[src/hdl/uww_pkg.sv]
// Shared constants, types and helpers of the UTF-8 word wrap line breaker
package uww_pkg;

	localparam int unsigned ADDR_W      = 6;
	localparam int unsigned STORE_DEPTH = 1 << ADDR_W;
	localparam int unsigned LINE_CAP    = STORE_DEPTH - 1;
	localparam int unsigned LIMIT_W     = 6;
	localparam int unsigned QUEUE_DEPTH = 4;
	localparam int unsigned QPTR_W      = $clog2(QUEUE_DEPTH);
	localparam int unsigned SPAN_CNT_W  = 2;
	localparam int unsigned NUM_SLOTS   = 7;
	localparam int unsigned SLOT_W      = 3;

	localparam logic [7:0] BYTE_LF    = 8'h0A;
	localparam logic [7:0] BYTE_SPACE = 8'h20;
	localparam logic [7:0] BYTE_TAB   = 8'h09;
	localparam logic [7:0] CONT_MASK  = 8'hC0;
	localparam logic [7:0] CONT_TAG   = 8'h80;

	localparam logic [SLOT_W-1:0] SLOT_EXT   = 3'd0;
	localparam logic [SLOT_W-1:0] SLOT_HEAD  = 3'd1;
	localparam logic [SLOT_W-1:0] SLOT_SPAN  = 3'd2;
	localparam logic [SLOT_W-1:0] SLOT_LF    = 3'd3;
	localparam logic [SLOT_W-1:0] SLOT_TAIL  = 3'd4;
	localparam logic [SLOT_W-1:0] SLOT_FLUSH = 3'd5;
	localparam logic [SLOT_W-1:0] SLOT_END   = 3'd6;

	typedef logic [ADDR_W-1:0]    addr_t;
	typedef logic [ADDR_W:0]      count_t;
	typedef logic [LIMIT_W-1:0]   limit_t;
	typedef logic [NUM_SLOTS-1:0] slot_mask_t;

	typedef enum logic {
		CMD_BYTE,
		CMD_SPAN
	} cmd_kind_t;

	typedef struct packed {
		cmd_kind_t  kind;
		logic [7:0] data;
		logic       data_valid;
		addr_t      addr;
		addr_t      len;
		logic       last;
		logic       done;
	} cmd_t;

	typedef struct packed {
		logic       en;
		addr_t      addr;
		logic [7:0] data;
	} store_wr_t;

	function automatic logic is_blank(input logic [7:0] b);
		return (b == BYTE_SPACE) || (b == BYTE_TAB);
	endfunction

	function automatic logic is_cont(input logic [7:0] b);
		return (b & CONT_MASK) == CONT_TAG;
	endfunction

endpackage

[src/hdl/uww_if.sv]
// Channel interfaces: input bytes, wrapped output bytes, limit register writes
interface uww_in_if;
	logic       valid;
	logic       ready;
	logic [7:0] in_byte;
	logic       end_of_text;

	modport source (output valid, output in_byte, output end_of_text, input ready);
	modport sink (input valid, input in_byte, input end_of_text, output ready);
endinterface

interface uww_out_if;
	logic       valid;
	logic       ready;
	logic [7:0] out_byte;
	logic       byte_valid;
	logic       last_of_run;
	logic       text_done;

	modport source (output valid, output out_byte, output byte_valid, output last_of_run,
		output text_done, input ready);
	modport sink (input valid, input out_byte, input byte_valid, input last_of_run,
		input text_done, output ready);
endinterface

interface uww_cfg_if;
	logic       valid;
	logic       ready;
	logic [5:0] line_limit;

	modport source (output valid, output line_limit, input ready);
	modport sink (input valid, input line_limit, output ready);
endinterface

[src/hdl/utf8_word_wrap_line_breaker_core.sv]
// Top level of the UTF-8 word wrap line breaker
//
//  channel   | dir | payload                                          | request
//  ----------+-----+--------------------------------------------------+------------------------
//  byte_in   | in  | in_byte[7:0], end_of_text                        | one text byte
//  byte_out  | out | out_byte[7:0], byte_valid, last_of_run, text_done| one wrapped byte/marker
//  cfg       | in  | line_limit[5:0]                                  | limit write, always ready
//
//  The front end plans all results of an input request and hands them over one per cycle
//  while the command queue has room; the next request is taken once all are handed over.
//  A line break or flush streams held bytes from the line store at one per cycle while the
//  output is not stalled, and input is held off until that readout has left the store.
//  Output stalls fill the 4-entry command queue and then stall input.
//  Reset clears all control state at once; the line store needs no clearing.
module utf8_word_wrap_line_breaker_core (
	input logic     clk,
	input logic     arst_n,
	uww_in_if.sink  byte_in,
	uww_out_if.source byte_out,
	uww_cfg_if.sink cfg
);

	logic               push_valid;
	logic               push_ready;
	uww_pkg::cmd_t      push_data;
	logic               pop_valid;
	logic               pop_ready;
	uww_pkg::cmd_t      pop_data;
	logic               span_done;
	logic               span_busy;
	uww_pkg::store_wr_t store_wr;

	uww_front u_front (
		.clk        (clk),
		.arst_n     (arst_n),
		.byte_in    (byte_in),
		.cfg        (cfg),
		.push_valid (push_valid),
		.push_ready (push_ready),
		.push_data  (push_data),
		.span_done  (span_done),
		.store_wr   (store_wr),
		.span_busy  (span_busy)
	);

	uww_queue u_queue (
		.clk        (clk),
		.arst_n     (arst_n),
		.push_valid (push_valid),
		.push_ready (push_ready),
		.push_data  (push_data),
		.pop_valid  (pop_valid),
		.pop_ready  (pop_ready),
		.pop_data   (pop_data)
	);

	uww_back u_back (
		.clk       (clk),
		.arst_n    (arst_n),
		.pop_valid (pop_valid),
		.pop_ready (pop_ready),
		.pop_data  (pop_data),
		.store_wr  (store_wr),
		.span_done (span_done),
		.byte_out  (byte_out)
	);

	a_marker_at_end: assert property (@(posedge clk) disable iff (!arst_n)
		byte_out.valid && !byte_out.byte_valid |-> byte_out.text_done && byte_out.last_of_run)
		else $error("end-only marker outside the end of text");

	a_done_is_last: assert property (@(posedge clk) disable iff (!arst_n)
		byte_out.valid && byte_out.text_done |-> byte_out.last_of_run)
		else $error("text_done without last_of_run");

	a_store_quiet: assert property (@(posedge clk) disable iff (!arst_n)
		store_wr.en |-> !span_busy)
		else $error("line store written during span readout");

	a_span_counted: assert property (@(posedge clk) disable iff (!arst_n)
		span_done |-> span_busy)
		else $error("span finished with none outstanding");

endmodule

[src/hdl/uww_front.sv]
// Front end: accepts bytes, tracks the line, plans and issues output commands
module uww_front (
	input  logic               clk,
	input  logic               arst_n,
	uww_in_if.sink             byte_in,
	uww_cfg_if.sink            cfg,
	output logic               push_valid,
	input  logic               push_ready,
	output uww_pkg::cmd_t      push_data,
	input  logic               span_done,
	output uww_pkg::store_wr_t store_wr,
	output logic               span_busy
);

	uww_pkg::limit_t     limit_q;
	uww_pkg::limit_t     lim_q;
	uww_pkg::addr_t      base_q;
	uww_pkg::addr_t      fill_q;
	logic                skip_q;
	logic                ext_q;
	logic                hb_q;
	logic                lb_vld_q;
	uww_pkg::addr_t      lb_q;
	uww_pkg::addr_t      rs_q;
	uww_pkg::addr_t      nc_q;
	logic                eot_q;
	uww_pkg::slot_mask_t mask_q;
	uww_pkg::cmd_t       plan_q [uww_pkg::NUM_SLOTS];
	logic [uww_pkg::SPAN_CNT_W-1:0] span_cnt_q;

	logic                accept;
	logic [7:0]          b;
	logic                b_blank;
	logic                b_cont;
	logic                line_empty;
	logic                take;
	logic                prev_blank;
	logic                skh;
	logic                wr_en_d;
	uww_pkg::limit_t     lim;
	uww_pkg::addr_t      base_d;
	uww_pkg::count_t     fill_d;
	uww_pkg::count_t     fill1;
	uww_pkg::count_t     ws;
	uww_pkg::count_t     rest;
	uww_pkg::addr_t      split;
	logic                skip_d;
	logic                ext_d;
	logic                hb_d;
	logic                lb_vld_d;
	uww_pkg::addr_t      lb_d;
	uww_pkg::addr_t      rs_d;
	uww_pkg::addr_t      nc_d;
	uww_pkg::slot_mask_t mask_d;
	uww_pkg::cmd_t       plan_d [uww_pkg::NUM_SLOTS];

	logic [uww_pkg::SLOT_W-1:0] pick;
	logic                found;
	uww_pkg::slot_mask_t pick_oh;
	uww_pkg::slot_mask_t rest_mask;
	logic                push_fire;
	logic                span_push;

	assign cfg.ready     = 1'b1;
	assign byte_in.ready = (mask_q == '0) && (span_cnt_q == '0);
	assign accept        = byte_in.valid && byte_in.ready;
	assign b             = byte_in.in_byte;
	assign b_blank       = uww_pkg::is_blank(b);
	assign b_cont        = uww_pkg::is_cont(b);
	assign line_empty    = (fill_q == '0);
	assign span_busy     = (span_cnt_q != '0);

	always_comb begin
		if (line_empty && !skip_q && !ext_q) begin
			lim = (limit_q > uww_pkg::LINE_CAP) ? uww_pkg::limit_t'(uww_pkg::LINE_CAP) : limit_q;
		end else begin
			lim = lim_q;
		end
		for (int k = 0; k < uww_pkg::NUM_SLOTS; k++) begin
			plan_d[k] = '0;
		end
		mask_d     = '0;
		base_d     = base_q;
		fill_d     = uww_pkg::count_t'(fill_q);
		fill1      = uww_pkg::count_t'(fill_q) + uww_pkg::count_t'(1);
		ws         = '0;
		rest       = '0;
		split      = '0;
		skh        = 1'b0;
		skip_d     = skip_q;
		ext_d      = ext_q;
		hb_d       = hb_q;
		lb_vld_d   = lb_vld_q && !line_empty;
		lb_d       = lb_q;
		rs_d       = rs_q;
		nc_d       = line_empty ? '0 : nc_q;
		prev_blank = lb_vld_d && ((lb_q + uww_pkg::addr_t'(1)) == fill_q);
		wr_en_d    = 1'b0;
		take       = 1'b1;

		if (ext_q) begin
			mask_d[uww_pkg::SLOT_EXT]            = 1'b1;
			plan_d[uww_pkg::SLOT_EXT].kind       = uww_pkg::CMD_BYTE;
			plan_d[uww_pkg::SLOT_EXT].data       = b_cont ? b : uww_pkg::BYTE_LF;
			plan_d[uww_pkg::SLOT_EXT].data_valid = 1'b1;
			if (b_cont) begin
				take = 1'b0;
			end else begin
				ext_d = 1'b0;
			end
		end

		if (take) begin
			if (lim == '0) begin
				mask_d[uww_pkg::SLOT_HEAD]            = 1'b1;
				plan_d[uww_pkg::SLOT_HEAD].kind       = uww_pkg::CMD_BYTE;
				plan_d[uww_pkg::SLOT_HEAD].data       = b;
				plan_d[uww_pkg::SLOT_HEAD].data_valid = 1'b1;
			end else if (b == uww_pkg::BYTE_LF) begin
				skh                                   = !line_empty && !hb_q;
				plan_d[uww_pkg::SLOT_SPAN].kind       = uww_pkg::CMD_SPAN;
				plan_d[uww_pkg::SLOT_SPAN].addr       = base_q + uww_pkg::addr_t'(skh);
				plan_d[uww_pkg::SLOT_SPAN].len        = fill_q - uww_pkg::addr_t'(skh);
				mask_d[uww_pkg::SLOT_SPAN]            = (fill_q != uww_pkg::addr_t'(skh));
				mask_d[uww_pkg::SLOT_LF]              = 1'b1;
				plan_d[uww_pkg::SLOT_LF].kind         = uww_pkg::CMD_BYTE;
				plan_d[uww_pkg::SLOT_LF].data         = uww_pkg::BYTE_LF;
				plan_d[uww_pkg::SLOT_LF].data_valid   = 1'b1;
				fill_d                                = '0;
				skip_d                                = 1'b0;
			end else if (skip_q && b_blank) begin
				skip_d = 1'b1;
			end else begin
				skip_d  = 1'b0;
				wr_en_d = 1'b1;
				fill_d  = fill1;
				if (line_empty) begin
					hb_d = b_blank;
				end
				if (b_blank) begin
					rs_d     = prev_blank ? rs_q : fill_q;
					lb_d     = fill_q;
					lb_vld_d = 1'b1;
				end
				if (!line_empty && !b_cont) begin
					nc_d = fill_q;
				end
				if (line_empty && !b_blank) begin
					mask_d[uww_pkg::SLOT_HEAD]            = 1'b1;
					plan_d[uww_pkg::SLOT_HEAD].kind       = uww_pkg::CMD_BYTE;
					plan_d[uww_pkg::SLOT_HEAD].data       = b;
					plan_d[uww_pkg::SLOT_HEAD].data_valid = 1'b1;
				end
				if (fill1 > uww_pkg::count_t'(lim)) begin
					split                              = nc_d;
					plan_d[uww_pkg::SLOT_SPAN].kind    = uww_pkg::CMD_SPAN;
					plan_d[uww_pkg::SLOT_LF].kind      = uww_pkg::CMD_BYTE;
					plan_d[uww_pkg::SLOT_LF].data      = uww_pkg::BYTE_LF;
					plan_d[uww_pkg::SLOT_LF].data_valid = 1'b1;
					plan_d[uww_pkg::SLOT_TAIL].kind    = uww_pkg::CMD_SPAN;
					plan_d[uww_pkg::SLOT_TAIL].len     = uww_pkg::addr_t'(1);
					if (lb_vld_d) begin
						ws   = uww_pkg::count_t'(lb_d) + uww_pkg::count_t'(1);
						rest = fill1 - ws;
						skh  = (rs_d != '0) && !hb_d;
						plan_d[uww_pkg::SLOT_SPAN].addr = base_q + uww_pkg::addr_t'(skh);
						plan_d[uww_pkg::SLOT_SPAN].len  = rs_d - uww_pkg::addr_t'(skh);
						mask_d[uww_pkg::SLOT_SPAN]      = (rs_d != uww_pkg::addr_t'(skh));
						mask_d[uww_pkg::SLOT_LF]        = 1'b1;
						plan_d[uww_pkg::SLOT_TAIL].addr = base_q + ws[uww_pkg::ADDR_W-1:0];
						mask_d[uww_pkg::SLOT_TAIL]      = (rest != '0);
						base_d   = base_q + ws[uww_pkg::ADDR_W-1:0];
						fill_d   = rest;
						skip_d   = (rest == '0);
						hb_d     = 1'b0;
						lb_vld_d = 1'b0;
						if (uww_pkg::count_t'(split) > ws) begin
							nc_d = split - ws[uww_pkg::ADDR_W-1:0];
						end else begin
							nc_d = '0;
						end
					end else if (split == '0) begin
						plan_d[uww_pkg::SLOT_SPAN].addr = base_q + uww_pkg::addr_t'(1);
						plan_d[uww_pkg::SLOT_SPAN].len  = uww_pkg::addr_t'(lim);
						mask_d[uww_pkg::SLOT_SPAN]      = 1'b1;
						fill_d = '0;
						ext_d  = 1'b1;
					end else begin
						plan_d[uww_pkg::SLOT_SPAN].addr = base_q + uww_pkg::addr_t'(1);
						plan_d[uww_pkg::SLOT_SPAN].len  = split - uww_pkg::addr_t'(1);
						mask_d[uww_pkg::SLOT_SPAN]      = (split != uww_pkg::addr_t'(1));
						mask_d[uww_pkg::SLOT_LF]        = 1'b1;
						plan_d[uww_pkg::SLOT_TAIL].addr = base_q + split;
						mask_d[uww_pkg::SLOT_TAIL]      = 1'b1;
						base_d   = base_q + split;
						fill_d   = fill1 - uww_pkg::count_t'(split);
						hb_d     = 1'b0;
						lb_vld_d = 1'b0;
						nc_d     = '0;
					end
				end
			end
		end

		if (byte_in.end_of_text) begin
			plan_d[uww_pkg::SLOT_END].kind = uww_pkg::CMD_BYTE;
			if (ext_d) begin
				mask_d[uww_pkg::SLOT_END]            = 1'b1;
				plan_d[uww_pkg::SLOT_END].data       = uww_pkg::BYTE_LF;
				plan_d[uww_pkg::SLOT_END].data_valid = 1'b1;
			end else begin
				skh = (fill_d != '0) && !hb_d;
				plan_d[uww_pkg::SLOT_FLUSH].kind = uww_pkg::CMD_SPAN;
				plan_d[uww_pkg::SLOT_FLUSH].addr = base_d + uww_pkg::addr_t'(skh);
				plan_d[uww_pkg::SLOT_FLUSH].len  =
					fill_d[uww_pkg::ADDR_W-1:0] - uww_pkg::addr_t'(skh);
				mask_d[uww_pkg::SLOT_FLUSH] = (fill_d != uww_pkg::count_t'(skh));
			end
			if (mask_d == '0) begin
				mask_d[uww_pkg::SLOT_END]            = 1'b1;
				plan_d[uww_pkg::SLOT_END].data       = '0;
				plan_d[uww_pkg::SLOT_END].data_valid = 1'b0;
			end
			fill_d = '0;
			skip_d = 1'b0;
			ext_d  = 1'b0;
		end
	end

	always_comb begin
		pick  = '0;
		found = 1'b0;
		for (int k = 0; k < uww_pkg::NUM_SLOTS; k++) begin
			if (mask_q[k] && !found) begin
				pick  = uww_pkg::SLOT_W'(k);
				found = 1'b1;
			end
		end
		pick_oh        = uww_pkg::slot_mask_t'(1) << pick;
		rest_mask      = mask_q & ~pick_oh;
		push_data      = plan_q[pick];
		push_data.last = (rest_mask == '0);
		push_data.done = (rest_mask == '0) && eot_q;
	end

	assign push_valid = (mask_q != '0);
	assign push_fire  = push_valid && push_ready;
	assign span_push  = push_fire && (push_data.kind == uww_pkg::CMD_SPAN);

	assign store_wr.en   = accept && wr_en_d;
	assign store_wr.addr = base_q + fill_q;
	assign store_wr.data = b;

	always_ff @(posedge clk or negedge arst_n) begin
		if (!arst_n) begin
			limit_q    <= '0;
			lim_q      <= '0;
			base_q     <= '0;
			fill_q     <= '0;
			skip_q     <= 1'b0;
			ext_q      <= 1'b0;
			hb_q       <= 1'b0;
			lb_vld_q   <= 1'b0;
			lb_q       <= '0;
			rs_q       <= '0;
			nc_q       <= '0;
			mask_q     <= '0;
			span_cnt_q <= '0;
		end else begin
			if (cfg.valid && cfg.ready) begin
				limit_q <= cfg.line_limit;
			end
			if (accept) begin
				lim_q    <= lim;
				base_q   <= base_d;
				fill_q   <= fill_d[uww_pkg::ADDR_W-1:0];
				skip_q   <= skip_d;
				ext_q    <= ext_d;
				hb_q     <= hb_d;
				lb_vld_q <= lb_vld_d;
				lb_q     <= lb_d;
				rs_q     <= rs_d;
				nc_q     <= nc_d;
				mask_q   <= mask_d;
			end else if (push_fire) begin
				mask_q <= rest_mask;
			end
			case ({span_push, span_done})
				2'b10: span_cnt_q <= span_cnt_q + 1'b1;
				2'b01: span_cnt_q <= span_cnt_q - 1'b1;
				default: span_cnt_q <= span_cnt_q;
			endcase
		end
	end

	always_ff @(posedge clk) begin
		if (accept) begin
			eot_q <= byte_in.end_of_text;
			for (int k = 0; k < uww_pkg::NUM_SLOTS; k++) begin
				plan_q[k] <= plan_d[k];
			end
		end
	end

endmodule

[src/hdl/uww_queue.sv]
// Command queue between the front end and the back end
module uww_queue (
	input  logic          clk,
	input  logic          arst_n,
	input  logic          push_valid,
	output logic          push_ready,
	input  uww_pkg::cmd_t push_data,
	output logic          pop_valid,
	input  logic          pop_ready,
	output uww_pkg::cmd_t pop_data
);

	uww_pkg::cmd_t                 entry_q [uww_pkg::QUEUE_DEPTH];
	logic [uww_pkg::QPTR_W-1:0]    wr_ptr_q;
	logic [uww_pkg::QPTR_W-1:0]    rd_ptr_q;
	logic [uww_pkg::QPTR_W:0]      count_q;
	logic                          push_fire;
	logic                          pop_fire;

	assign push_ready = (count_q != (uww_pkg::QPTR_W + 1)'(uww_pkg::QUEUE_DEPTH));
	assign pop_valid  = (count_q != '0);
	assign pop_data   = entry_q[rd_ptr_q];
	assign push_fire  = push_valid && push_ready;
	assign pop_fire   = pop_valid && pop_ready;

	always_ff @(posedge clk or negedge arst_n) begin
		if (!arst_n) begin
			wr_ptr_q <= '0;
			rd_ptr_q <= '0;
			count_q  <= '0;
		end else begin
			if (push_fire) begin
				wr_ptr_q <= wr_ptr_q + 1'b1;
			end
			if (pop_fire) begin
				rd_ptr_q <= rd_ptr_q + 1'b1;
			end
			case ({push_fire, pop_fire})
				2'b10: count_q <= count_q + 1'b1;
				2'b01: count_q <= count_q - 1'b1;
				default: count_q <= count_q;
			endcase
		end
	end

	always_ff @(posedge clk) begin
		if (push_fire) begin
			entry_q[wr_ptr_q] <= push_data;
		end
	end

endmodule

[src/hdl/uww_back.sv]
// Back end: line store, span readout and output register
module uww_back (
	input  logic               clk,
	input  logic               arst_n,
	input  logic               pop_valid,
	output logic               pop_ready,
	input  uww_pkg::cmd_t      pop_data,
	input  uww_pkg::store_wr_t store_wr,
	output logic               span_done,
	uww_out_if.source          byte_out
);

	logic [7:0]     mem [uww_pkg::STORE_DEPTH];
	uww_pkg::addr_t cnt_q;
	uww_pkg::addr_t rd_addr;

	logic           vld_s1;
	logic           mem_sel_s1;
	logic [7:0]     data_s1;
	logic [7:0]     rd_s1;
	logic           dv_s1;
	logic           last_s1;
	logic           done_s1;

	logic           out_vld_q;
	logic [7:0]     out_byte_q;
	logic           out_dv_q;
	logic           out_last_q;
	logic           out_done_q;

	logic           out_load;
	logic           s1_take;
	logic           is_span;
	logic           span_end;
	logic           issue;

	assign out_load  = vld_s1 && (!out_vld_q || byte_out.ready);
	assign s1_take   = !vld_s1 || out_load;
	assign is_span   = (pop_data.kind == uww_pkg::CMD_SPAN);
	assign span_end  = (cnt_q == (pop_data.len - uww_pkg::addr_t'(1)));
	assign issue     = pop_valid && s1_take;
	assign pop_ready = s1_take && (!is_span || span_end);
	assign span_done = issue && is_span && span_end;
	assign rd_addr   = pop_data.addr + cnt_q;

	assign byte_out.valid       = out_vld_q;
	assign byte_out.out_byte    = out_byte_q;
	assign byte_out.byte_valid  = out_dv_q;
	assign byte_out.last_of_run = out_last_q;
	assign byte_out.text_done   = out_done_q;

	always_ff @(posedge clk) begin
		if (store_wr.en) begin
			mem[store_wr.addr] <= store_wr.data;
		end
	end

	always_ff @(posedge clk) begin
		if (issue && is_span) begin
			rd_s1 <= mem[rd_addr];
		end
	end

	always_ff @(posedge clk or negedge arst_n) begin
		if (!arst_n) begin
			cnt_q     <= '0;
			vld_s1    <= 1'b0;
			out_vld_q <= 1'b0;
		end else begin
			if (issue && is_span) begin
				cnt_q <= span_end ? '0 : cnt_q + 1'b1;
			end
			if (s1_take) begin
				vld_s1 <= issue;
			end
			if (out_load) begin
				out_vld_q <= 1'b1;
			end else if (byte_out.ready) begin
				out_vld_q <= 1'b0;
			end
		end
	end

	always_ff @(posedge clk) begin
		if (issue) begin
			mem_sel_s1 <= is_span;
			data_s1    <= pop_data.data;
			dv_s1      <= is_span || pop_data.data_valid;
			last_s1    <= pop_data.last && (!is_span || span_end);
			done_s1    <= pop_data.done && (!is_span || span_end);
		end
		if (out_load) begin
			out_byte_q <= mem_sel_s1 ? rd_s1 : data_s1;
			out_dv_q   <= dv_s1;
			out_last_q <= last_s1;
			out_done_q <= done_s1;
		end
	end

endmodule
[src/flat_wrapper.sv]
// flat-port wrapper written by rule: the top's interface ports become plain ports
module utf8_word_wrap_line_breaker_core_flat 
  (clk, arst_n, byte_in_valid, byte_in_in_byte, byte_in_end_of_text, byte_in_ready, byte_out_valid, byte_out_out_byte, byte_out_byte_valid, byte_out_last_of_run, byte_out_text_done, byte_out_ready, cfg_valid, cfg_line_limit, cfg_ready);
  uww_in_if byte_in_i ();
  uww_out_if byte_out_i ();
  uww_cfg_if cfg_i ();
  input logic clk;
  input logic arst_n;
  input wire logic [$bits(byte_in_i.valid)-1:0] byte_in_valid;
  input wire logic [$bits(byte_in_i.in_byte)-1:0] byte_in_in_byte;
  input wire logic [$bits(byte_in_i.end_of_text)-1:0] byte_in_end_of_text;
  output wire logic [$bits(byte_in_i.ready)-1:0] byte_in_ready;
  output wire logic [$bits(byte_out_i.valid)-1:0] byte_out_valid;
  output wire logic [$bits(byte_out_i.out_byte)-1:0] byte_out_out_byte;
  output wire logic [$bits(byte_out_i.byte_valid)-1:0] byte_out_byte_valid;
  output wire logic [$bits(byte_out_i.last_of_run)-1:0] byte_out_last_of_run;
  output wire logic [$bits(byte_out_i.text_done)-1:0] byte_out_text_done;
  input wire logic [$bits(byte_out_i.ready)-1:0] byte_out_ready;
  input wire logic [$bits(cfg_i.valid)-1:0] cfg_valid;
  input wire logic [$bits(cfg_i.line_limit)-1:0] cfg_line_limit;
  output wire logic [$bits(cfg_i.ready)-1:0] cfg_ready;
  assign byte_in_i.valid = byte_in_valid;
  assign byte_in_i.in_byte = byte_in_in_byte;
  assign byte_in_i.end_of_text = byte_in_end_of_text;
  assign byte_in_ready = byte_in_i.ready;
  assign byte_out_valid = byte_out_i.valid;
  assign byte_out_out_byte = byte_out_i.out_byte;
  assign byte_out_byte_valid = byte_out_i.byte_valid;
  assign byte_out_last_of_run = byte_out_i.last_of_run;
  assign byte_out_text_done = byte_out_i.text_done;
  assign byte_out_i.ready = byte_out_ready;
  assign cfg_i.valid = cfg_valid;
  assign cfg_i.line_limit = cfg_line_limit;
  assign cfg_ready = cfg_i.ready;
  utf8_word_wrap_line_breaker_core u_core (.clk(clk), .arst_n(arst_n), .byte_in(byte_in_i), .byte_out(byte_out_i), .cfg(cfg_i));
endmodule
[config.mk]
export PLATFORM = sky130hd
export DESIGN_NAME = utf8_word_wrap_line_breaker_core_flat
export DESIGN_NICKNAME = d
export VERILOG_FILES = /design/src/hdl/uww_pkg.sv /design/src/hdl/uww_if.sv /design/src/hdl/utf8_word_wrap_line_breaker_core.sv /design/src/hdl/uww_front.sv /design/src/hdl/uww_queue.sv /design/src/hdl/uww_back.sv /design/src/flat_wrapper.sv
export SDC_FILE = /design/constraint.sdc
export NUM_CORES = 1
export LEC_CHECK = 0
export BUFFER_PORTS_ARGS = -buffer_cell sky130_fd_sc_hd__buf_4
export CORE_ASPECT_RATIO = 0.75
export CORE_MARGIN = 8
export CORE_UTILIZATION = 55
export DETAILED_ROUTE_END_ITERATION = 8
export PLACE_DENSITY_LB_ADDON = 0.15
export SLEW_MARGIN = 0
export SYNTH_ARGS = -nofsm -noshare
export SYNTH_HDL_FRONTEND = slang
export SYNTH_SLANG_ARGS = --single-unit
[constraint.sdc]
create_clock -name clk -period 15.08 [get_ports clk]
set_input_delay 2.262 -clock clk [delete_from_list [all_inputs] [get_ports clk]]
set_output_delay 2.262 -clock clk [all_outputs]
set_load 0.02 [all_outputs]
======== Word-level counts from Yosys, hierarchy flattened ========
Memories as Yosys holds them, arrays and structs flattened. A register that Yosys moved wholly into a read port is not among the register bits.
Index checks and enable logic that the tools add are counted.
operators by class
  reductions and logical operators ........ 72
  shift operators ......................... 1
  mux-type cells .......................... 172
  add/subtract/negate cells ............... 26
  order comparisons ....................... 2
  bitwise gates (word level) .............. 5
  equal/unequal tests ..................... 16
operators by type and width
  kind                                                                 number
  6-bit two-way mux                                                    38
  12-bit two-way mux                                                   13
  1-bit two-way mux                                                    81
  9-bit two-way mux                                                    8
  7-bit two-way mux                                                    9
  1-bit logical AND                                                    30
  5-bit two-way mux                                                    6
  7-bit zero test                                                      4
  6-bit adder                                                          4
  3-bit two-way mux                                                    8
  7-bit nonzero test                                                   3
  6-bit by 1-bit adder with 6-bit output                               3
  6-bit by 1-bit adder with 6-bit output (second input constant)       3
  6-bit zero test                                                      3
  6-bit by 1-bit subtractor with 6-bit output                          3
  1-bit zero test                                                      17
  8-bit by 4-bit == test with 1-bit output (second input constant)     2
  8-bit two-way mux                                                    2
  6-bit by 1-bit adder with 7-bit output (second input constant)       2
  6-bit == test                                                        2
  6-bit by 1-bit inequality test with 1-bit output                     2
  6-bit by 1-bit subtractor with 6-bit output (second input constant)  2
  2-bit nonzero test                                                   5
  8-bit by 6-bit == test with 1-bit output (second input constant)     1
  other kinds (29)                                                     43
word-level totals
  input bits .............................. 20
  output and inout bits ................... 14
  memories ................................ 3
  flip-flop bits (word level) ............. 94
  bits in writable memories ............... 762
  logic and storage cells ................. 326
memories
  memory                  words  bits a word  rd ports  clocked after Yosys merged registers in  write ports  line             source
  u_core.u_back.mem       64     8            1         1                                        1            uww_back.sv:13   logic [7:0] mem [uww_pkg::STORE_DEPTH];
  u_core.u_front.plan_q   7      22           1         0                                        7            uww_front.sv:28  uww_pkg::cmd_t plan_q [uww_pkg::NUM_SLOTS];
  u_core.u_queue.entry_q  4      24           1         0                                        1            uww_queue.sv:13  uww_pkg::cmd_t entry_q [uww_pkg::QUEUE_DEPTH];

======== Logic depth before layout (Yosys ltp) ========
Gate-level depths: netlist of run 1.
  depth in word-level cells ............... 25
  mapped depth ............................ 26
  mapped depth without buffers ............ 23

======== Modules after synthesis ========
From an unflattened synthesis of run 1, not the netlist that was laid out.
unflattened totals
  cells, all modules ...................... 2224
  area total of the unflattened synthesis .. 34469.3 µm²
by module, submodules not included
  module     cells an instance  seq. area each (µm²)  instances  area an instance (µm²)
  uww_back   1110               16505.8               1          21901.0
  uww_front  951                2997.9                1          8659.6
  uww_queue  163                3057.9                1          3908.7

======== Least setup slack after synthesis of run 1 ========
Ideal clock, no wire load.
  kind .................................... input -> register
  start point ............................. input port byte_in_in_byte[7]
  end point ............................... register u_core.u_front.mask_q[5]
  stages on the path ...................... 25
  setup time .............................. 0.131 ns
  data required time ...................... 14.949 ns
  buffers on the path ..................... 3
  data arrival time ....................... 7.028 ns
  slack ................................... 7.921 ns
  cell sequence ........................... or4_1 > buf_2 > a211o_1 > buf_2 > buf_2 > o21ai_0 > ha_1 > nand3_1 > xor2_1 > nor2_1 > nor2_1 > ha_1 > o21a_1 > o31a_1 > a21oi_1 > a22oi_1 > o221ai_1 > nor3_1 > nor4b_1 > a21oi_1 > ha_1 > inv_1 > nor4_1 > nor4b_4 > o31ai_1
between the ends
  cells in the longest elaborated chain, start to end .. 23
  elaborated cells on any way between the ends .. 65
  classes of those cells .................. 3 x add/sub; 5 x eq/ne; 49 x mux; 8 x reduce/logical
RTL lines
  item                                                                                             line                source
  start: declaration                                                                               flat_wrapper.sv:10  input wire logic [$bits(byte_in_i.in_byte)-1:0] byte_in_in_byte;
  parallel branches: the longest is 19 deep, another holds 6-bit by 1-bit adder with 7-bit output  n/a
  1-bit two-way mux *                                                                              uww_front.sv:207    if (ext_d) begin
  1-bit two-way mux *                                                                              uww_front.sv:205    if (byte_in.end_of_text) begin
  2-bit two-way mux *                                                                              uww_front.sv:205
  7-bit two-way mux *                                                                              uww_front.sv:273    if (accept) begin
  end signal: assignment                                                                           uww_front.sv:284    mask_q <= mask_d;
  end signal: assignment                                                                           uww_front.sv:286    mask_q <= rest_mask;
  end: declaration                                                                                 uww_front.sv:27     uww_pkg::slot_mask_t mask_q;
Every way passes the cells marked *. The select of a mux whose other input is x is not followed.
A chain may end at the register's enable or synchronous reset.

======== Worst setup path after layout of run 1 ========
  start point ............................. input port byte_in_in_byte[0]
  end point ............................... register u_core.u_front.mask_q[5]
between the ends
  cells in the longest elaborated chain, start to end .. 22
  elaborated cells on any way between the ends .. 49
  classes of those cells .................. 2 x add/sub; 4 x eq/ne; 38 x mux; 5 x reduce/logical
RTL lines
  item                                                                                                  line              source
  8-bit by 6-bit == test with 1-bit output or 8-bit by 4-bit == test with 1-bit output (tied branches)  uww_pkg.sv:55     return (b == BYTE_SPACE) || (b == BYTE_TAB);
  1-bit logical OR                                                                                      uww_pkg.sv:55
  6-bit two-way mux                                                                                     uww_front.sv:140  if (b_blank) begin
  6-bit two-way mux                                                                                     uww_front.sv:131  end else if (skip_q && b_blank) begin
  6-bit two-way mux                                                                                     uww_front.sv:119  end else if (b == uww_pkg::BYTE_LF) begin
  6-bit two-way mux                                                                                     uww_front.sv:114  if (lim == '0) begin
  6-bit two-way mux                                                                                     uww_front.sv:113  if (take) begin
  6-bit by 1-bit adder with 7-bit output                                                                uww_front.sv:163  ws = uww_pkg::count_t'(lb_d) + uww_pkg::count_t'(1);
  (+6 left out)                                                                                         n/a
  7-bit two-way mux                                                                                     uww_front.sv:113
  7-bit nonzero test                                                                                    uww_front.sv:212  skh = (fill_d != '0) && !hb_d;
  1-bit logical AND                                                                                     uww_front.sv:212
  7-bit by 1-bit inequality test with 1-bit output                                                      uww_front.sv:217  mask_d[uww_pkg::SLOT_FLUSH] = (fill_d != uww_pkg::count_t'(skh));
  1-bit two-way mux *                                                                                   uww_front.sv:207
  1-bit two-way mux *                                                                                   uww_front.sv:205
  2-bit two-way mux *                                                                                   uww_front.sv:205
  7-bit two-way mux *                                                                                   uww_front.sv:273
Every way passes the cells marked *; elsewhere a longest branch is shown, timed or not. The select of a mux whose other input is x is not followed.

==> implementation parameters, run 1 <==
Parameter                              Value

STA
  Final Worst Setup Slack ... 6.91 ns
  Final setup viols ... 0
  Transition time at the pin with the least slew margin ... 1.30 ns
  Unrepaired setup endpoints after global routing ... false
  Worst rel slew slack ... 13.1%
  Highest clock frequency the design can meet ... 122 MHz
  Tcrit/Tclk final ... 54.2%
  Final number of hold-violating endpoints ... 0
  Min Clock Period, post-route ... 8.17 ns
  Clk_skew ... 0.0219 ns
  Number of slew-limit violations in the final report ... 0
  Setup tns final ... 0 ns

Worst setup path
  Worst Path Max Fanout ... 70
  Crit path kind ... primary input to register
  Type of origin of the critical path ... primary input
  Required arrival time at the worst endpoint ... 15.56 ns
  Maximum cell stage delay along the critical path ... 0.57 ns
  Worst setup startpoint ... byte_in_in_byte[0]
  Endpoint type of the worst setup path ... register
  Critical-path cell with the highest stage delay ... buf_4
  Arrival time at the worst endpoint ... 8.65 ns
  Worst flop-to-flop path startpoint ... u_core.u_front.fill_q[1]
  Bufs and invs on worst path ... 5
  Dominant delay contributor by cell family on the critical path ... simple AND/OR/NAND/NOR gates

Logic synthesis
  Number of enable flip-flop cells after synthesis ... 693
  Syn_nets ... 2145
  Ys async rst share ... 9.17%
  Ranking of synthesized cells by area ... edfxtp_1 (61%), mux4_2 (12%), dfrtp_1 (5.2%), ha_1 (2.6%), nor2_1 (1.7%)
  Leading cell type by number of instances after synthesis ... edfxtp_1
  Synth area leader ... edfxtp_1
  Gate Count Post-Synth ... 2047
  Flip-flop and latch count after synthesis ... 763
  Count of cell types in the netlist ... 89
  Avg Inst Size Synth ... 16.6 um^2
  Share of the yosys chip area belonging to registers ... 66.6%
  Netlist area before placement ... 33900 um^2
  Synthesis warning total ... 0
  Share of Yosys cell area claimed by the top area cell type ... 61.4%
  Most instantiated flip-flop cell in the synthesis netlist ... edfxtp_1
  Ranking of synthesized cells by instance count ... edfxtp_1 (693), mux4_2 (184), nor2_1 (156)

Layout
  Fraction of layout instances using a drive strength above 1 ... 19.4%
  Area growth from synthesis to final layout ... 10.1%
  NumNets Final ... 2188
  Register cell area after layout ... 22600 um^2
  Fill cell count ... 4320
  Final Core Density ... 61.5%
  Final Cell Area ... 37300 um^2
  Multi-input combinational cell area ... 10800 um^2
  Antenna Cells ... 0

GRT
  First-pass GRT wire length ... 120000 um
  Number of antenna violations at the first check in global routing ... 0
  Largest net degree at the start of global routing ... 75
  Number of global-route vias before repair ... 18272
  GRT Total Usage ... 22.9%
  Grt total ovfl ... 0

CTS
  Clock tree from TritonCTS ... done
  TritonCTS Buffers ... 72
  Clock transition at the registers of the reported paths ... 0.06 ns
  Clock latency reported for the late side of the worst-skew pair ... 0.62 ns
  Root Buffer ... clkbuf_16
  CTS Sinks ... 763
  Hold buffer count at cts ... 0
  Number of resized instances in the post-cts repair step ... 0
  Post-CTS setup buffer count ... 0
  Buffer depth of the longest clock path ... 3
  CTS H-tree lvls ... 3

Placement
  Routability-driven placement congestion ratio ... 0.945
  PortBufs ... 32
  Standard cell area after detailed placement ... 35000 um^2
  Worst slack at placement ... 6.42 ns
  Final HPWL DP ... 52500 um

Floorplan
  Core box area ... 60700 um^2
  Die outline height ... 231 um
  Ports ... 34
  Site row count ... 78
  Chip Width ... 303 um
  Full die area ... 69900 um^2
  Starting Density ... 55.8%

Power
  Pwr Density ... 214 nW/um^2
  Worst IR drop on VDD ... 205 uV
  Static power due to leakage ... 12.8 nW
  Tot Pwr ... 7.97 mW

Hold path
  Launch instance of the worst min-delay path ... u_core.u_back.done_s1
  Type of the worst min-delay path ... register to register

Route
  Vias after detailed routing ... 18957
  Drt first-iter violations ... 1992
  Number of remaining DRC errors ... 0
  Number of vias per cell ... 6.45
  Sum of routed wire length over all layers ... 79800 um
  Count of TritonRoute iterations in the first routing pass ... 6
  Remaining antenna violation count after routing ... 0
  Routed wire length per instance ... 27.2 um

Flow run
  Max Cap Viol ... 0

Outcome
  Result of the run ... finished, final reports clean
## layout make-up
class,instances,area share [%]
repair buffers,66,1.33
multi-input cells,1129,28.9
well taps,800,2.68
inverters,58,0.584
clock inverters,33,0.926
clock buffers,91,5.16
flip-flops and latches,763,60.5
## per-layer routing
layer	global-route usage, %	share of wire, %
met1	36.8	47
met2	32.0	43
met3	5.16	8.5
met4	4.45	1.7
met5	0	0
## stage by stage
| step | hold slack [ns] | instances |
|---|---|---|
| floorplan | 0.400 | 2047 |
| global route | 0.440 | 2940 |
| global placement | 0.401 | 2816 |
| CTS | 0.421 | 2940 |
| detailed placement | 0.405 | 2816 |
| finish | 0.420 | 2940 |
## cell usage in the layout, fill, tap and decap left out, types with 23 or more instances in the layout
cell       count
nand2_1      105
inv_1         57
mux4_2       184
a22o_1        26
xor2_1        30
mux2_2        24
o21ai_0       59
ha_1          69
clkbuf_16     73
a21oi_1       53
mux2i_1       29
xnor2_1       38
nand3_1       25
nor2b_1       23
nor2_1       155
edfxtp_1     693
dfrtp_1       70
buf_4         66
## final timing paths
check / endpoint / slack (ns) / cells after the start
setup / recovery: u_core.u_front.mask_q[5] / 6.91 / 26
hold / removal: u_core.u_back.byte_out.text_done / 0.42 / 0
setup reg to reg: u_core.u_front.mask_q[5] / 8.35 / 21
hold reg to reg: u_core.u_back.byte_out.text_done / 0.42 / 0
max in group asynchronous: u_core.u_front.lb_q[4] / 12.41 / 2
min in group asynchronous: u_core.u_back.cnt_q[2] / 1.46 / 1
## sequential cells by signal, summed over array words and instances (netlist names), 3 cells and up
register / count
u_core.u_back.byte_out.out_byte: 8
u_core.u_back.cnt_q: 6
u_core.u_back.data_s1: 8
u_core.u_back.mem: 512
u_core.u_back.rd_s1: 8
u_core.u_front.base_q: 6
u_core.u_front.fill_q: 6
u_core.u_front.lb_q: 6
u_core.u_front.lim_q: 6
u_core.u_front.limit_q: 6
u_core.u_front.mask_q: 7
u_core.u_front.nc_q: 6
u_core.u_front.plan_q: 53
u_core.u_front.rs_q: 6
u_core.u_queue.count_q: 3
u_core.u_queue.entry_q: 96
## kinds of logic after synthesis
kind of cell	after synthesis	synth area share, %
flops	763	66.6
simple gates	439	6.33
compound gates	299	6.32
mux	238	13.9
buf+inv	155	1.83
fa+ha+maj	78	3.06
xor+xnor	73	1.97
other cells	2	0.0222
## power by group
part	internal [mW]	leakage (nW)	switching [mW]
Clock	1.01	1.11	0.763
Sequential	2.51	7.21	0.0800
Combinational	1.60	4.49	2.01
Power figures use the tool's default switching activity.
==> run 2: changes to the inputs <==
ABC_AREA = 1   (was unset)
clock period = 7.3 ns   (was 15.08 ns; I/O delays follow)
==> implementation parameters, run 2 <==
Parameter                              Value

STA
  Clk_skew ... 0.0181 ns (-0.00372 ns)
  Min Clock Period, post-route ... 5.64 ns
  Final setup viols ... 0 (unchanged)
  Worst rel slew slack ... 26.7% (+14 points)
  Transition time at the pin with the least slew margin ... 1.07 ns (-0.225 ns)
  Tcrit/Tclk final ... 77.3%
  Unrepaired setup endpoints after global routing ... false
  Highest clock frequency the design can meet ... 177 MHz
  Setup tns final ... 0 ns (unchanged)
  Number of slew-limit violations in the final report ... 0 (unchanged)
  Final number of hold-violating endpoints ... 0 (unchanged)

Logic synthesis
  Flip-flop and latch count after synthesis ... 763 (unchanged)
  Syn_nets ... 3087 (+44%)
  Ys async rst share ... 9.17% (unchanged)
  Share of the yosys chip area belonging to registers ... 64.7% (-1.8 points)
  Gate Count Post-Synth ... 2989 (+46%)
  Share of Yosys cell area claimed by the top area cell type ... 59.7% (-1.7 points)
  Netlist area before placement ... 34800 um^2 (+2.8%)
  Ranking of synthesized cells by area ... edfxtp_1 (60%), nor2_1 (5.1%), dfrtp_1 (5.0%), nand2_1 (4.1%), o21ai_0 (3.1%)
  Synth area leader ... edfxtp_1
  Number of enable flip-flop cells after synthesis ... 693 (unchanged)
  Avg Inst Size Synth ... 11.7 um^2 (-30%)
  Ranking of synthesized cells by instance count ... edfxtp_1 (693), nor2_1 (471), nand2_1 (384)
  Count of cell types in the netlist ... 67 (-25%)
  Synthesis warning total ... 0 (unchanged)
  Most instantiated flip-flop cell in the synthesis netlist ... edfxtp_1
  Leading cell type by number of instances after synthesis ... edfxtp_1

Route
  Routed wire length per instance ... 23.2 um (-15%)
  Number of remaining DRC errors ... 0 (unchanged)
  Drt first-iter violations ... 2811 (+41%)
  Number of vias per cell ... 6.04 (-6.3%)
  Sum of routed wire length over all layers ... 90700 um (+14%)
  Remaining antenna violation count after routing ... 0 (unchanged)
  Vias after detailed routing ... 23637 (+25%)
  Count of TritonRoute iterations in the first routing pass ... 5 (-1)

Layout
  Largest Register ... u_core.u_back.mem
  Multi-input combinational cell area ... 11000 um^2 (+2.1%)
  Fill cell count ... 4933 (+14%)
  Fraction of layout instances using a drive strength above 1 ... 9.50% (-9.9 points)
  Biggest registers after layout ... u_core.u_back.mem x512, u_core.u_queue.entry_q x96, u_core.u_front.plan_q x53
  NumNets Final ... 3091 (+41%)
  Antenna Cells ... 0 (unchanged)
  Leading cell types in the layout, fill and taps excluded ... edfxtp_1 (693), nor2_1 (467), nand2_1 (384)
  Final Core Density ... 60.8% (-0.64 points)
  Flip-flop count of the largest register after layout ... 512 (unchanged)
  Most common cell after layout, fill and taps aside ... edfxtp_1
  Area growth from synthesis to final layout ... 10.3%
  Register cell area after layout ... 22600 um^2 (unchanged)

GRT
  Number of antenna violations at the first check in global routing ... 1 (+1)
  Number of global-route vias before repair ... 22318 (+22%)
  First-pass GRT wire length ... 137000 um (+15%)
  GRT Total Usage ... 25.1% (+2.1 points)
  Grt total ovfl ... 0 (unchanged)
  Largest net degree at the start of global routing ... 169 (+130%)

CTS
  Number of resized instances in the post-cts repair step ... 0 (unchanged)
  Root Buffer ... clkbuf_16
  Post-CTS setup buffer count ... 0 (unchanged)
  Clock tree from TritonCTS ... done
  TritonCTS Buffers ... 76 (+5.6%)
  Buffer depth of the longest clock path ... 3 (unchanged)
  Clock transition at the registers of the reported paths ... 0.06 ns (about the same)
  CTS H-tree lvls ... 3 (unchanged)
  Hold buffer count at cts ... 0 (unchanged)
  CTS Sinks ... 763 (unchanged)
  Clock latency reported for the late side of the worst-skew pair ... 0.62 ns (about the same)

Worst setup path
  Endpoint type of the worst setup path ... register
  Required arrival time at the worst endpoint ... 7.78 ns (-7.78 ns)
  Worst setup startpoint ... u_core.u_front.fill_q[0]
  Worst flop-to-flop path startpoint ... u_core.u_front.fill_q[0]
  Arrival time at the worst endpoint ... 6.12 ns (-2.53 ns)
  Worst Path Max Fanout ... 14 (-80%)
  Crit path kind ... register to register
  Type of origin of the critical path ... register

Flow run
  Max Cap Viol ... 0 (unchanged)

Floorplan
  Full die area ... 71700 um^2 (+2.6%)
  Site row count ... 80 (+2.6%)
  Core box area ... 63200 um^2 (+4.0%)
  Starting Density ... 55.2% (-0.67 points)
  Ports ... 34 (unchanged)
  Die outline height ... 234 um (+1.3%)
  Chip Width ... 307 um (+1.3%)

Hold path
  Type of the worst min-delay path ... primary input to async pin

Placement
  Routability-driven placement congestion ratio ... 0.934 (-1.1%)
  PortBufs ... 32 (unchanged)
  Final HPWL DP ... 58700 um (+12%)

Outcome
  Result of the run ... finished, final reports clean
==> run 2: cell types whose count changed in the layout (fill, tap and decap cells not counted), moves of 35 or more <==
cell / previous run / this run
inv_1: 57 / 170
mux2i_1: 29 / 64
mux4_2: 184 / 0
nand2_1: 105 / 384
nand3_1: 25 / 129
nor2_1: 155 / 467
o21ai_0: 59 / 217
o221ai_1: 1 / 66
o32ai_1: 3 / 65
==> run 2: critical path: stages (launching register included) <==
cell and delay (ns):
dfrtp_1 0.75, inv_1 0.35, ha_1 0.37, nand3_4 0.25
nand2_1 0.10, o21ai_0 0.61, inv_1 0.24, ha_1 0.25
inv_1 0.15, fa_1 0.26, nand3_1 0.09, nand2_1 0.09
xnor2_1 0.11, nand3b_1 0.12, nand2_1 0.09, nand2_1 0.08
nand2_1 0.06, nand2_1 0.09, nand3_1 0.11, nor2_2 0.24
a21oi_1 0.16, ha_1 0.26, ha_1 0.24, or2_2 0.30
a21oi_1 0.12
==> run 2: per-stage QoR <==
step / setup slack (ns) / instances / hold slack, ns / area, um^2
5_1_grt: 1.34 / 3914 / 0.253 / 38400
4_1_cts: 1.85 / 3914 / 0.237 / 38400
3_3_place_gp: 1.40 / 3776 / 0.405 / 35900
6_report: 1.66 / 3914 / 0.273 / 38400
3_5_place_dp: 1.29 / 3776 / 0.405 / 35900
2_1_floorplan: 2.18 / 2989 / 0.400 / 34800
==> run 2: area by class of cell <==
| cell class | count | area share (%) |
|---|---|---|
| clock buffers | 101 | 5.36 |
| clock inverters | 37 | 1.17 |
| inverters | 191 | 1.90 |
| multi-input cells | 1893 | 28.6 |
| flip-flops and latches | 763 | 58.7 |
| well taps | 861 | 2.80 |
| repair buffers | 68 | 1.43 |
==> run 2: metal layers <==
metal | track usage [%] | vias up | share of wire (%)
met5 | 0 | - | 0.014
li1 | - | 10810 | -
met2 | 36.2 | 1035 | 42
met1 | 38.5 | 11660 | 46
met4 | 5.34 | 2 | 1.7
met3 | 5.94 | 130 | 9.8
==> run 2: cell families (layout without fill, tap and decap cells) <==
group	after synthesis	in the layout	synth area share [%]
AND/OR/NAND/NOR	1109	1109	14.0
buffers and inverters	333	397	3.87
AO/OA/AOI/OAI	560	560	10.4
flip-flops	763	763	64.7
multiplexers	78	78	2.29
XOR/XNOR	66	66	1.66
other	2	2	0.0216
adder cells (fa/ha/maj)	78	78	2.97
==> run 2: worst paths after layout <==
kind | to | slack [ns] | depth (start not counted)
max in group asynchronous | u_core.u_front.lb_q[3] | 5.86 | 2
max | u_core.u_front.plan_q[5][2] | 1.66 | 24
max reg2reg | u_core.u_front.plan_q[5][2] | 1.66 | 24
min reg2reg | u_core.u_back.byte_out.text_done | 0.42 | 0
min | u_core.u_queue.rd_ptr_q[1] | 0.27 | 1
min in group clk | u_core.u_back.byte_out.text_done | 0.42 | 0
Power of run 2 is left out: the tool's default activity adds up to more than one toggle a clock period on the data nets, which glitch-free logic cannot reach.
==> run 3: changes to the inputs <==
clock period = 5.6 ns   (was 7.3 ns; I/O delays follow)
==> implementation parameters, run 3 (synthesis gave the netlist of run 2 again) <==
Parameter                              Value

CTS
  Clock tree from TritonCTS ... done
  Buffer depth of the longest clock path ... 3 (unchanged)
  Post-CTS setup buffer count ... 0 (unchanged)
  Number of resized instances in the post-cts repair step ... 0 (unchanged)
  Root Buffer ... clkbuf_16
  CTS Sinks ... 763 (unchanged)
  Clock transition at the registers of the reported paths ... 0.06 ns (about the same)
  Hold buffer count at cts ... 1 (+1)
  CTS H-tree lvls ... 3 (unchanged)
  TritonCTS Buffers ... 74 (-2.6%)
  Clock latency reported for the late side of the worst-skew pair ... 0.64 ns (+0.02 ns)

Worst setup path
  Required arrival time at the worst endpoint ... 5.95 ns (-1.83 ns)
  Arrival time at the worst endpoint ... 5.26 ns (-0.86 ns)
  Setup slack of the worst register-to-register path ... 0.95 ns (-0.71 ns)
  Worst Path Max Fanout ... 7 (-7)
  Stages on the worst setup path ... 31 (+29%)
  Endpoint type of the worst setup path ... register
  Maximum cell stage delay along the critical path ... 0.30 ns (-0.45 ns)
  Dominant delay contributor by cell family on the critical path ... simple AND/OR/NAND/NOR gates
  Worst reg2reg path depth ... 26 (+8.3%)
  Critical-path cell with the highest stage delay ... ha_1
  Bufs and invs on worst path ... 5 (+2)
  Type of origin of the critical path ... primary input
  Most used cell along the critical path ... nand2_1
  Crit path kind ... primary input to register

Route
  Top layer in use ... met4
  Number of vias per cell ... 6.01 (-0.56%)
  Remaining antenna violation count after routing ... 0 (unchanged)
  Drt first-iter violations ... 2644 (-5.9%)
  Number of remaining DRC errors ... 0 (unchanged)
  Detailed route wirelength on metal3 ... 10400 um (+17%)
  Vias after detailed routing ... 23792 (+0.66%)
  Count of TritonRoute iterations in the first routing pass ... 6 (+1)
  Sum of routed wire length over all layers ... 93300 um (+2.8%)
  Met2 routed WL ... 38800 um (+1.0%)
  Routed wire length per instance ... 23.5 um (+1.6%)
  Met1 wire length ... 42000 um (+0.32%)

Layout
  Register cell area after layout ... 22600 um^2 (unchanged)
  Fill cell count ... 4939 (+0.12%)
  Antenna Cells ... 0 (unchanged)
  Most common cell after layout, fill and taps aside ... edfxtp_1
  Post-Layout Cell Count ... 3962 (+1.2%)
  Largest Register ... u_core.u_back.mem
  Area growth from synthesis to final layout ... 11.1%
  Fraction of layout instances using a drive strength above 1 ... 10.7% (+1.2 points)
  Leading cell types in the layout, fill and taps excluded ... edfxtp_1 (693), nor2_1 (467), nand2_1 (384)
  Multi-input combinational cell area ... 11000 um^2 (unchanged)
  NumNets Final ... 3139 (+1.6%)
  Biggest registers after layout ... u_core.u_back.mem x512, u_core.u_queue.entry_q x96, u_core.u_front.plan_q x53
  Flip-flop count of the largest register after layout ... 512 (unchanged)

Floorplan
  Site row count ... 80 (unchanged)
  Die outline height ... 234 um (unchanged)
  Core box area ... 63200 um^2 (unchanged)
  Full die area ... 71700 um^2 (unchanged)
  Ports ... 34 (unchanged)
  Chip Width ... 307 um (unchanged)
  Starting Density ... 55.2% (unchanged)

Placement
  Placed insts ... 3825 (+1.3%)
  Routability-driven placement congestion ratio ... 0.959 (+2.7%)
  PortBufs ... 32 (unchanged)
  Final HPWL DP ... 61500 um (+4.8%)

GRT
  GRT Total Usage ... 25.8% (+0.73 points)
  Number of global-route vias before repair ... 22529 (+0.95%)
  Number of antenna violations at the first check in global routing ... 0 (-1)
  First-pass GRT wire length ... 140000 um (+2.2%)
  Largest net degree at the start of global routing ... 133 (-21%)
  Grt total ovfl ... 0 (unchanged)

STA
  Transition time at the pin with the least slew margin ... 1.01 ns (-0.0582 ns)
  Min Clock Period, post-route ... 4.91 ns
  Clk_skew ... 0.0325 ns (+0.0144 ns)
  Final setup viols ... 0 (unchanged)
  Number of slew-limit violations in the final report ... 0 (unchanged)
  Setup tns final ... 0 ns (unchanged)
  Unrepaired setup endpoints after global routing ... false
  Worst rel slew slack ... 32.4% (+5.7 points)
  Final number of hold-violating endpoints ... 0 (unchanged)
  Tcrit/Tclk final ... 87.7%
  Highest clock frequency the design can meet ... 204 MHz

Hold path
  Type of the worst min-delay path ... register to register
  Hold Crit Depth ... 0

Flow run
  Max Cap Viol ... 0 (unchanged)

Outcome
  Result of the run ... finished, final reports clean
[run 3: path summary, 6_finish.rpt]
path | start | end
max in group asynchronous | arst_n | u_core.u_front.rs_q[0]
setup reg to reg | u_core.u_front.fill_q[4] | u_core.u_front.plan_q[5][4]
hold / removal | u_core.u_back.dv_s1 | u_core.u_back.byte_out.byte_valid
setup / recovery | byte_in_in_byte[3] | u_core.u_front.plan_q[5][4]
min in group asynchronous | arst_n | u_core.u_queue.count_q[2]
hold reg to reg | u_core.u_back.dv_s1 | u_core.u_back.byte_out.byte_valid
[run 3: through the flow]
step | instance area (um^2) | hold WS [ns] | util (%) | setup WS [ns]
2_1_floorplan | 34800 | 0.400 | - | 0.732
3_3_place_gp | 36400 | 0.409 | 57.6 | 0.338
3_5_place_dp | 36400 | 0.416 | 57.6 | 0.229
4_1_cts | 38700 | 0.407 | 61.3 | 0.836
5_1_grt | 38700 | 0.422 | 61.3 | 0.388
6_report | 38700 | 0.426 | 61.3 | 0.689
[run 3: layout make-up]
class / instances / share of cell area (%)
Sequential cell: 763 / 58.3
Multi-Input combinational cell: 1893 / 28.4
Clock buffer: 96 / 5.08
Inverter: 191 / 1.89
Timing Repair Buffer: 118 / 2.59
Clock inverter: 40 / 0.960
Tap cell: 861 / 2.78
[run 3: routing by layer]
layer	track usage, %	up-vias
met5	0	-
met4	6.09	0
met3	8.35	128
met2	36.4	1088
met1	38.6	11688
li1	-	10888
Power of run 3 is left out for the same reason.
